[config.mk]
export PLATFORM = sky130hd
export DESIGN_NAME = topological_order_enumerator_flat
export DESIGN_NICKNAME = d
export VERILOG_FILES = /design/src/rtl/core/topo_enum_pkg.sv /design/src/rtl/core/topo_enum_if.sv /design/src/rtl/core/topo_enum_useq.sv /design/src/rtl/core/topo_enum_dpath.sv /design/src/rtl/core/topological_order_enumerator.sv /design/src/flat_wrapper.sv
export SDC_FILE = /design/constraint.sdc
export NUM_CORES = 1
export LEC_CHECK = 0
export BUFFER_PORTS_ARGS = -buffer_cell sky130_fd_sc_hd__buf_2
export CELL_PAD_IN_SITES_DETAIL_PLACEMENT = 0
export CELL_PAD_IN_SITES_GLOBAL_PLACEMENT = 2
export CORE_ASPECT_RATIO = 2
export CORE_MARGIN = 5
export CORE_UTILIZATION = 40
export CTS_BUF_LIST = sky130_fd_sc_hd__clkbuf_4 sky130_fd_sc_hd__clkbuf_8
export CTS_CLUSTER_DIAMETER = 50
export DETAILED_ROUTE_END_ITERATION = 16
export PLACE_DENSITY = 0.83
export SLEW_MARGIN = 15
export SYNTH_ARGS = -nofsm -noshare
export SYNTH_HDL_FRONTEND = slang
export SYNTH_SLANG_ARGS = --single-unit
[constraint.sdc]
create_clock -name clk -period 3.9 [get_ports clk]
set_input_delay 0 -clock clk [delete_from_list [all_inputs] [get_ports clk]]
set_output_delay 0 -clock clk [all_outputs]
set_load 0.05 [all_outputs]
[src/rtl/core/topo_enum_pkg.sv]
`default_nettype none
// ----------------------------------------------------------------------------
// topo_enum_pkg
// Shared widths, micro-op codes, branch conditions and the control store of
// the topological order enumerator.
// ----------------------------------------------------------------------------
package topo_enum_pkg;

    localparam int MAX_NODES  = 8;
    localparam int NODE_W     = 3;
    localparam int CHOICE_W   = 4;
    localparam int COUNT_W    = 16;
    localparam int ORDER_W    = MAX_NODES * NODE_W;
    localparam int MATRIX_W   = MAX_NODES * MAX_NODES;
    localparam int CFG_IDX_W  = 2;
    localparam int CFG_DATA_W = 64;

    localparam logic [CFG_IDX_W-1:0] REG_NODE_COUNT  = 2'd0;
    localparam logic [CFG_IDX_W-1:0] REG_PRED_MATRIX = 2'd1;
    localparam logic [CFG_IDX_W-1:0] REG_BLOCKED     = 2'd2;

    localparam logic [CHOICE_W-1:0] NODE_COUNT_RESET = 4'd8;
    localparam logic [CHOICE_W-1:0] NODE_COUNT_MAX   = 4'd8;

    localparam int OP_W   = 4;
    localparam int COND_W = 4;
    localparam int PC_W   = 5;

    localparam logic [OP_W-1:0] OP_NOP         = 4'd0;
    localparam logic [OP_W-1:0] OP_ACCEPT      = 4'd1;
    localparam logic [OP_W-1:0] OP_CLEAR       = 4'd2;
    localparam logic [OP_W-1:0] OP_SET_EXH     = 4'd3;
    localparam logic [OP_W-1:0] OP_DEC_DEPTH   = 4'd4;
    localparam logic [OP_W-1:0] OP_UNPLACE_INC = 4'd5;
    localparam logic [OP_W-1:0] OP_INC_CHOICE  = 4'd6;
    localparam logic [OP_W-1:0] OP_ADVANCE     = 4'd7;
    localparam logic [OP_W-1:0] OP_EMIT_FOUND  = 4'd8;
    localparam logic [OP_W-1:0] OP_EMIT_EXH    = 4'd9;

    localparam logic [COND_W-1:0] C_NEVER        = 4'd0;
    localparam logic [COND_W-1:0] C_ALWAYS       = 4'd1;
    localparam logic [COND_W-1:0] C_NO_INPUT     = 4'd2;
    localparam logic [COND_W-1:0] C_EXH_OR_NZERO = 4'd3;
    localparam logic [COND_W-1:0] C_DEPTH_GE_N   = 4'd4;
    localparam logic [COND_W-1:0] C_CHOICE_LT_N  = 4'd5;
    localparam logic [COND_W-1:0] C_DEPTH_ZERO   = 4'd6;
    localparam logic [COND_W-1:0] C_CAND_BAD     = 4'd7;
    localparam logic [COND_W-1:0] C_LAST         = 4'd8;
    localparam logic [COND_W-1:0] C_OUT_BUSY     = 4'd9;

    localparam logic [PC_W-1:0] S_WAIT    = 5'd0;
    localparam logic [PC_W-1:0] S_LOOP    = 5'd3;
    localparam logic [PC_W-1:0] S_CAND    = 5'd8;
    localparam logic [PC_W-1:0] S_SKIP    = 5'd11;
    localparam logic [PC_W-1:0] S_FOUND   = 5'd12;
    localparam logic [PC_W-1:0] S_SETEXH  = 5'd14;
    localparam logic [PC_W-1:0] S_EXHWAIT = 5'd15;

    typedef struct packed {
        logic [OP_W-1:0]   op;
        logic [COND_W-1:0] cond;
        logic [PC_W-1:0]   target;
    } ucode_t;

    typedef struct packed {
        logic [OP_W-1:0] op;
        logic            in_ready;
    } ctrl_t;

    typedef struct packed {
        logic exh_or_nzero;
        logic depth_ge_n;
        logic choice_lt_n;
        logic depth_zero;
        logic cand_bad;
        logic last;
        logic out_busy;
    } status_t;

    function automatic ucode_t ucode_rom(input logic [PC_W-1:0] pc);
        ucode_t w;
        unique case (pc)
            5'd0:    w = '{OP_ACCEPT,      C_NO_INPUT,     S_WAIT};
            5'd1:    w = '{OP_CLEAR,       C_NEVER,        S_WAIT};
            5'd2:    w = '{OP_NOP,         C_EXH_OR_NZERO, S_SETEXH};
            5'd3:    w = '{OP_NOP,         C_DEPTH_GE_N,   S_SETEXH};
            5'd4:    w = '{OP_NOP,         C_CHOICE_LT_N,  S_CAND};
            5'd5:    w = '{OP_NOP,         C_DEPTH_ZERO,   S_SETEXH};
            5'd6:    w = '{OP_DEC_DEPTH,   C_NEVER,        S_WAIT};
            5'd7:    w = '{OP_UNPLACE_INC, C_ALWAYS,       S_LOOP};
            5'd8:    w = '{OP_NOP,         C_CAND_BAD,     S_SKIP};
            5'd9:    w = '{OP_NOP,         C_LAST,         S_FOUND};
            5'd10:   w = '{OP_ADVANCE,     C_ALWAYS,       S_LOOP};
            5'd11:   w = '{OP_INC_CHOICE,  C_ALWAYS,       S_LOOP};
            5'd12:   w = '{OP_NOP,         C_OUT_BUSY,     S_FOUND};
            5'd13:   w = '{OP_EMIT_FOUND,  C_ALWAYS,       S_WAIT};
            5'd14:   w = '{OP_SET_EXH,     C_NEVER,        S_WAIT};
            5'd15:   w = '{OP_NOP,         C_OUT_BUSY,     S_EXHWAIT};
            5'd16:   w = '{OP_EMIT_EXH,    C_ALWAYS,       S_WAIT};
            default: w = '{OP_NOP,         C_ALWAYS,       S_WAIT};
        endcase
        return w;
    endfunction

endpackage
`default_nettype wire

[src/rtl/core/topo_enum_if.sv]
`default_nettype none
// ----------------------------------------------------------------------------
// topo_enum_in_if / topo_enum_out_if
// Valid/ready channels for advance requests and for result items.
// ----------------------------------------------------------------------------
interface topo_enum_in_if;
    logic valid;
    logic ready;
    logic restart;

    modport source (output valid, output restart, input ready);
    modport sink   (input valid, input restart, output ready);
endinterface

interface topo_enum_out_if;
    logic        valid;
    logic        ready;
    logic [23:0] ordering;
    logic        found;
    logic [15:0] ordering_number;

    modport source (output valid, output ordering, output found, output ordering_number,
                    input ready);
    modport sink   (input valid, input ordering, input found, input ordering_number,
                    output ready);
endinterface
`default_nettype wire

[src/rtl/core/topo_enum_useq.sv]
`default_nettype none
// ----------------------------------------------------------------------------
// topo_enum_useq
// Micro-sequencer: step counter, control store lookup and conditional jumps.
// ----------------------------------------------------------------------------
module topo_enum_useq
    import topo_enum_pkg::*;
(
    input  wire logic    clk,
    input  wire logic    rst_n,
    input  wire logic    in_valid,
    input  wire status_t status,
    output ctrl_t        ctrl
);

    logic [PC_W-1:0] pc_reg;
    logic [PC_W-1:0] pc_next;
    ucode_t          word;
    logic            take;

    assign word = ucode_rom(pc_reg);

    always_comb
    begin
        unique case (word.cond)
            C_NEVER:        take = 1'b0;
            C_ALWAYS:       take = 1'b1;
            C_NO_INPUT:     take = !in_valid;
            C_EXH_OR_NZERO: take = status.exh_or_nzero;
            C_DEPTH_GE_N:   take = status.depth_ge_n;
            C_CHOICE_LT_N:  take = status.choice_lt_n;
            C_DEPTH_ZERO:   take = status.depth_zero;
            C_CAND_BAD:     take = status.cand_bad;
            C_LAST:         take = status.last;
            C_OUT_BUSY:     take = status.out_busy;
            default:        take = 1'b1;
        endcase
        pc_next = take ? word.target : pc_reg + 1'b1;
    end

    always_ff @(posedge clk or negedge rst_n)
    begin
        if (!rst_n)
        begin
            pc_reg <= S_WAIT;
        end
        else
        begin
            pc_reg <= pc_next;
        end
    end

    assign ctrl.op       = word.op;
    assign ctrl.in_ready = (pc_reg == S_WAIT);

endmodule
`default_nettype wire

[src/rtl/core/topo_enum_dpath.sv]
`default_nettype none
// ----------------------------------------------------------------------------
// topo_enum_dpath
// Search datapath: configuration, choice stack, depth, placed mask, running count
// and the result register.
// ----------------------------------------------------------------------------
module topo_enum_dpath
    import topo_enum_pkg::*;
(
    input  wire logic                  clk,
    input  wire logic                  rst_n,
    input  wire logic                  cfg_we,
    input  wire logic [CFG_IDX_W-1:0]  cfg_index,
    input  wire logic [CFG_DATA_W-1:0] cfg_data,
    input  wire ctrl_t                 ctrl,
    input  wire logic                  in_valid,
    input  wire logic                  in_restart,
    input  wire logic                  out_ready,
    output logic                       out_valid,
    output logic [ORDER_W-1:0]         out_ordering,
    output logic                       out_found,
    output logic [COUNT_W-1:0]         out_number,
    output status_t                    status
);

    logic [CHOICE_W-1:0]  node_count_reg;
    logic [MATRIX_W-1:0]  pred_reg;
    logic [MAX_NODES-1:0] blocked_reg;

    logic [CHOICE_W-1:0]  stack_reg [MAX_NODES];
    logic [NODE_W-1:0]    depth_reg;
    logic [MAX_NODES-1:0] placed_reg;
    logic                 exh_reg;
    logic [COUNT_W-1:0]   count_reg;
    logic                 restart_reg;

    logic                 out_valid_reg;
    logic [ORDER_W-1:0]   out_ordering_reg;
    logic                 out_found_reg;
    logic [COUNT_W-1:0]   out_number_reg;

    logic [CHOICE_W-1:0]  n_eff;
    logic [CHOICE_W-1:0]  choice;
    logic [NODE_W-1:0]    cand;
    logic [MAX_NODES-1:0] cand_row;
    logic [ORDER_W-1:0]   ordering;
    logic                 out_free;
    logic [NODE_W-1:0]    depth_up;

    assign n_eff    = (node_count_reg > NODE_COUNT_MAX) ? NODE_COUNT_MAX : node_count_reg;
    assign choice   = stack_reg[depth_reg];
    assign cand     = choice[NODE_W-1:0];
    assign cand_row = pred_reg[cand*MAX_NODES +: MAX_NODES];
    assign out_free = !out_valid_reg || out_ready;
    assign depth_up = depth_reg + 1'b1;

    always_comb
    begin
        for (int k = 0; k < MAX_NODES; k++)
        begin
            ordering[k*NODE_W +: NODE_W] =
                (CHOICE_W'(k) < n_eff) ? stack_reg[k][NODE_W-1:0] : '0;
        end
    end

    always_comb
    begin
        status.exh_or_nzero = exh_reg || (n_eff == '0);
        status.depth_ge_n   = {1'b0, depth_reg} >= n_eff;
        status.choice_lt_n  = choice < n_eff;
        status.depth_zero   = (depth_reg == '0);
        status.cand_bad     = placed_reg[cand] || blocked_reg[cand]
                              || ((cand_row & ~placed_reg) != '0);
        status.last         = ({1'b0, depth_reg} + 1'b1) >= n_eff;
        status.out_busy     = !out_free;
    end

    always_ff @(posedge clk or negedge rst_n)
    begin
        if (!rst_n)
        begin
            node_count_reg <= NODE_COUNT_RESET;
            pred_reg       <= '0;
            blocked_reg    <= '0;
        end
        else if (cfg_we)
        begin
            unique case (cfg_index)
                REG_NODE_COUNT:  node_count_reg <= cfg_data[CHOICE_W-1:0];
                REG_PRED_MATRIX: pred_reg       <= cfg_data[MATRIX_W-1:0];
                REG_BLOCKED:     blocked_reg    <= cfg_data[MAX_NODES-1:0];
                default:         ;
            endcase
        end
    end

    always_ff @(posedge clk or negedge rst_n)
    begin
        if (!rst_n)
        begin
            for (int k = 0; k < MAX_NODES; k++)
            begin
                stack_reg[k] <= '0;
            end
            depth_reg   <= '0;
            placed_reg  <= '0;
            exh_reg     <= 1'b0;
            count_reg   <= '0;
            restart_reg <= 1'b0;
        end
        else
        begin
            unique case (ctrl.op)
                OP_ACCEPT:
                begin
                    if (in_valid)
                    begin
                        restart_reg <= in_restart;
                    end
                end
                OP_CLEAR:
                begin
                    if (restart_reg)
                    begin
                        for (int k = 0; k < MAX_NODES; k++)
                        begin
                            stack_reg[k] <= '0;
                        end
                        depth_reg  <= '0;
                        placed_reg <= '0;
                        exh_reg    <= 1'b0;
                        count_reg  <= '0;
                    end
                end
                OP_SET_EXH:     exh_reg <= 1'b1;
                OP_DEC_DEPTH:   depth_reg <= depth_reg - 1'b1;
                OP_UNPLACE_INC:
                begin
                    placed_reg[cand]     <= 1'b0;
                    stack_reg[depth_reg] <= choice + 1'b1;
                end
                OP_INC_CHOICE:  stack_reg[depth_reg] <= choice + 1'b1;
                OP_ADVANCE:
                begin
                    placed_reg[cand]    <= 1'b1;
                    depth_reg           <= depth_up;
                    stack_reg[depth_up] <= '0;
                end
                OP_EMIT_FOUND:
                begin
                    count_reg            <= count_reg + 1'b1;
                    stack_reg[depth_reg] <= choice + 1'b1;
                end
                default:        ;
            endcase
        end
    end

    always_ff @(posedge clk or negedge rst_n)
    begin
        if (!rst_n)
        begin
            out_valid_reg <= 1'b0;
        end
        else if ((ctrl.op == OP_EMIT_FOUND) || (ctrl.op == OP_EMIT_EXH))
        begin
            out_valid_reg <= 1'b1;
        end
        else if (out_ready)
        begin
            out_valid_reg <= 1'b0;
        end
    end

    always_ff @(posedge clk)
    begin
        if (ctrl.op == OP_EMIT_FOUND)
        begin
            out_ordering_reg <= ordering;
            out_found_reg    <= 1'b1;
            out_number_reg   <= count_reg;
        end
        else if (ctrl.op == OP_EMIT_EXH)
        begin
            out_ordering_reg <= '0;
            out_found_reg    <= 1'b0;
            out_number_reg   <= count_reg;
        end
    end

    assign out_valid    = out_valid_reg;
    assign out_ordering = out_ordering_reg;
    assign out_found    = out_found_reg;
    assign out_number   = out_number_reg;

endmodule
`default_nettype wire

[src/rtl/core/topological_order_enumerator.sv]
`default_nettype none
// ----------------------------------------------------------------------------
// topological_order_enumerator
// Enumerates, by backtracking, every ordering of the first node_count nodes
// that respects the configured predecessor matrix and blocked mask.
//
// Each transfer on the input channel is one advance request; restart=1 first
// clears the search and the running count. Exactly one result transfer
// follows on the output channel: the next ordering with found=1 and its
// running number, or found=0 once the search is exhausted.
// Configuration is written through cfg_we/cfg_index/cfg_data while idle; the
// user must keep to that, since the block itself does not enforce it. The
// micro-program takes the request, clears if restart was set, then checks
// each candidate: a rejected one is skipped, a good one is placed and the
// depth advances, and when the choices at a depth run out it backtracks.
// The result sits in an output register and is valid from the cycle after
// its load; while the receiver stalls the sequencer holds before loading
// the next result. The request is taken only while the sequencer waits at
// its first step, so one request is in work at a time.
// Reset clears the search state, restores node_count to 8 and clears the
// matrix and mask; no clearing pass is needed.
// ----------------------------------------------------------------------------
module topological_order_enumerator
    import topo_enum_pkg::*;
(
    input  wire logic                  clk,
    input  wire logic                  rst_n,
    input  wire logic                  cfg_we,
    input  wire logic [CFG_IDX_W-1:0]  cfg_index,
    input  wire logic [CFG_DATA_W-1:0] cfg_data,
    topo_enum_in_if.sink               in,
    topo_enum_out_if.source            out
);

    ctrl_t   ctrl;
    status_t status;

    assign in.ready = ctrl.in_ready;

    topo_enum_useq u_useq (
        .clk      (clk),
        .rst_n    (rst_n),
        .in_valid (in.valid),
        .status   (status),
        .ctrl     (ctrl)
    );

    topo_enum_dpath u_dpath (
        .clk          (clk),
        .rst_n        (rst_n),
        .cfg_we       (cfg_we),
        .cfg_index    (cfg_index),
        .cfg_data     (cfg_data),
        .ctrl         (ctrl),
        .in_valid     (in.valid),
        .in_restart   (in.restart),
        .out_ready    (out.ready),
        .out_valid    (out.valid),
        .out_ordering (out.ordering),
        .out_found    (out.found),
        .out_number   (out.ordering_number),
        .status       (status)
    );

endmodule
`default_nettype wire
[src/flat_wrapper.sv]
// flat-port wrapper written by rule: the top's interface ports become plain ports
module topological_order_enumerator_flat import topo_enum_pkg::*;
  (clk, rst_n, cfg_we, cfg_index, cfg_data, in_valid, in_restart, in_ready, out_valid, out_ordering, out_found, out_ordering_number, out_ready);
  topo_enum_in_if in_i ();
  topo_enum_out_if out_i ();
  input  wire logic clk;
  input  wire logic rst_n;
  input  wire logic cfg_we;
  input  wire logic [CFG_IDX_W-1:0] cfg_index;
  input  wire logic [CFG_DATA_W-1:0] cfg_data;
  input wire logic [$bits(in_i.valid)-1:0] in_valid;
  input wire logic [$bits(in_i.restart)-1:0] in_restart;
  output wire logic [$bits(in_i.ready)-1:0] in_ready;
  output wire logic [$bits(out_i.valid)-1:0] out_valid;
  output wire logic [$bits(out_i.ordering)-1:0] out_ordering;
  output wire logic [$bits(out_i.found)-1:0] out_found;
  output wire logic [$bits(out_i.ordering_number)-1:0] out_ordering_number;
  input wire logic [$bits(out_i.ready)-1:0] out_ready;
  assign in_i.valid = in_valid;
  assign in_i.restart = in_restart;
  assign in_ready = in_i.ready;
  assign out_valid = out_i.valid;
  assign out_ordering = out_i.ordering;
  assign out_found = out_i.found;
  assign out_ordering_number = out_i.ordering_number;
  assign out_i.ready = out_ready;
  topological_order_enumerator u_core (.clk(clk), .rst_n(rst_n), .cfg_we(cfg_we), .cfg_index(cfg_index), .cfg_data(cfg_data), .in(in_i), .out(out_i));
endmodule
==> qor.yml <==
status: "completed"
endpoint_kind: "flip-flop"
switchingPower_w: 0.00343
maxCapViolCount: 0
yosysWarnings: 0
place.gp.congestion: 0.906
slew_violations: 0
grt_start_max_net_pins: 65
die_y_microns: 227
startpoint: "u_core.u_dpath.depth_reg[0]"
fin_area_sq_um: 11500
routed_wl_microns: 25100
fmax_mhz: 278
ant_nets: 0
cts_setup_buffers: 0
pin_count: 115
ir_worst_vdd_v: 0.000307
largest_reg_flops: 64
setup_tns_ns: 0
vias: 7189
drt_iter0_drc: 292
hpwl_microns: 18800
initial_core_util_pct: 40.5
ys_seq_elements: 184
pwr-share-clk_pct: 16.6
finalNetCount: 1118
syn-mean-instance-area_sq_um: 11.4
wl_per_cell_microns: 19.1
hold_class: "input port to async pin"
track_usage_pct: 19.2
core-area_sq_um: 23200
clock-skew-final_ns: 0.0137
first_pass_iters: 5
fin_crit_ns: 3.59
via_per_inst: 5.45
antenna_found_initial: 0
setup_violations: 0
cts_tree: "done"
synth_edf_count: 40
syn_nets: 919
powerDensity_nw_per_um2: 700
diodes: 0
cts_made_buffers: 17
fillCellCount: 2108
grt_setup_unrepaired: "no"
ys_seq_area_share_pct: 51.1
p_leak_nw: 4.96
worstPathArrival_ns: 3.96
power_frac_comb_pct: 50.4
reg2reg_setup_slack_ns: 0.31
ys_dominant_reg_cell: "dfrtp_1"
async_reset_ff_share_pct: 77.7
insertion_delay_ns: 0.49
grt_pass1_vias: 7583
synth_area_sq_um: 9400
grt_overflow: 0
drive_gt1_share_pct: 27.8
fp-row-count: 79
dieArea_sq_um: 26800
power_w: 0.00806
drc: 0
seqPwrFrac_pct: 32.9
slew_headroom_pct: 46.0
clk_path_buf_depth: 2
crit_type: "flip-flop to flip-flop"
die_width_microns: 118
place_area_sq_um: 10400
finalCritPeriodShare_pct: 92.1
start_kind: "flip-flop"
crit_required_ns: 4.27
grt_pass1_wl_microns: 40500
intPower_w: 0.00464
clkTransAtPathRegs_ns: 0.09
syn_to_final_growth_pct: 22.6
tightestPinTransition_ns: 0.810
clock-sinks: 184
place.port_buffers: 114
hold_violations: 0
htree_levels: 4
critPathMaxFanout: 13
ys_types: 85
swShare_pct: 42.5
synthCells: 823
cts_root_buf: "clkbuf_8"
r2r-start: "u_core.u_dpath.depth_reg[0]"
-- layout make-up --
cell class / instances / area, sq um / share of cell area (%)
clock inverters: 15 / 174 / 1.51
multi-input cells: 573 / 4290 / 37.2
flip-flops and latches: 184 / 4800 / 41.7
clock buffers: 17 / 234 / 2.03
well taps: 283 / 354 / 3.07
inverters: 24 / 93.8 / 0.815
repair buffers: 222 / 1570 / 13.7
-- stage by stage --
stage / hold WS (ns) / instances / setup slack, ns / utilization, %
6_report: 0.0597 / 1318 / 0.308 / 49.6
5_1_grt: 0.0752 / 1318 / 0.0303 / 49.6
4_1_cts: 0.0500 / 1318 / 0.202 / 49.6
3_5_place_dp: 0.0274 / 1212 / 0.250 / 44.6
3_3_place_gp: 0.0262 / 1212 / 0.406 / 44.6
2_1_floorplan: -0.296 / 823 / 0.485 / -
-- cell families after synthesis --
family / after synthesis / synth area share (%)
AO/OA/AOI/OAI: 171 / 13.1
XOR/XNOR: 7 / 0.652
adder cells (fa/ha/maj): 24 / 3.20
buffers and inverters: 66 / 3.28
flip-flops: 184 / 51.1
multiplexers: 125 / 15.4
AND/OR/NAND/NOR: 246 / 13.3
-- worst paths after layout --
path	cells past startpoint	end
max	12	u_core.u_useq.pc_reg[0]
min	2	u_core.u_dpath.pred_reg[42]
max reg2reg	12	u_core.u_useq.pc_reg[0]
min reg2reg	2	u_core.u_dpath.out_found
max in group asynchronous	3	u_core.u_dpath.stack_reg[25]
min in group clk	3	u_core.u_dpath.node_count_reg[1]
-- power groups by stage --
stage | clock network [W] | registers (W) | logic [W]
floorplan | 0 | 0.00272 | 0.00284
global placement | 0 | 0.00270 | 0.00398
detailed placement | 0 | 0.00270 | 0.00403
CTS | 0.00139 | 0.00266 | 0.00412
global route | 0.00147 | 0.00270 | 0.00449
finish | 0.00134 | 0.00266 | 0.00407
-- what timing repair did --
action                     in CTS  in global routing
hold buffers                   74                  0
hold endpoints to repair      139                  0
gates resized for setup         0                  1
setup endpoints to repair       0                  4
-- synthesized netlist by cell type (all sizes together) (5+ instances only) --
library cell	n	area share, %
dfrtp	142	38
mux2	86	10
nand2	68	2.8
o21ai	46	2.5
nor2	44	1.9
edfxtp	40	13
nand3	36	1.9
mux2i	34	3.8
o2bb2ai	32	3.0
a21oi	25	1.5
ha	24	3.2
and2	22	1.5
buf	22	1.5
inv	22	0.91
clkbuf	20	0.83
nor3	16	0.85
nand2b	12	0.80
and3	10	0.67
a31oi	8	0.53
nand4	6	0.40
o22ai	6	0.61
or3	6	0.40
a2111oi	5	0.48
mux4	5	1.2
nor4	5	0.33
-- cell usage in the layout, fill, tap and decap left out, drive strengths merged, types with 5 or more instances in the layout --
| master | Yosys | final |
|---|---|---|
| nor4 | 5 | 5 |
| a2111oi | 5 | 5 |
| o22ai | 6 | 6 |
| a21oi | 25 | 25 |
| nor2 | 44 | 44 |
| dfrtp | 142 | 142 |
| mux2i | 34 | 34 |
| edfxtp | 40 | 40 |
| clkbuf | 20 | 17 |
| nand4 | 6 | 6 |
| and2 | 22 | 22 |
| mux2 | 86 | 86 |
| buf | 22 | 148 |
| ha | 24 | 24 |
| dlygate4sd3 | 0 | 74 |
| o2bb2ai | 32 | 32 |
| nand2b | 12 | 12 |
| o21ai | 46 | 46 |
| inv | 22 | 26 |
| and3 | 10 | 10 |
| or3 | 6 | 6 |
| mux4 | 5 | 5 |
| nand2 | 68 | 68 |
| clkinv | 2 | 9 |
| a31oi | 8 | 8 |
| nor3 | 16 | 16 |
| nand3 | 36 | 36 |
-- metal layers --
| metal | vias up | wire length (microns) | track usage (%) |
|---|---|---|---|
| met4 | 0 | 1360 | 11.0 |
| met1 | 3515 | 8870 | 19.4 |
| met2 | 169 | 14000 | 36.5 |
| met3 | 60 | 847 | 3.39 |
| met5 | - | 0 | 0 |
| li1 | 3445 | - | - |
-- worst max-delay path, stage by stage (launching register included) --
cell	delay (ns)
dfrtp_1	0.58
ha_1	0.35
xnor2_1	0.31
inv_1	0.16
ha_1	0.31
o21a_1	0.10
o21a_1	0.16
o32ai_1	0.26
a31oi_1	0.17
nor4b_1	0.38
and4_4	0.30
a21oi_4	0.10
mux2_4	0.31
Note: power is estimated with default switching activity, not from simulation.
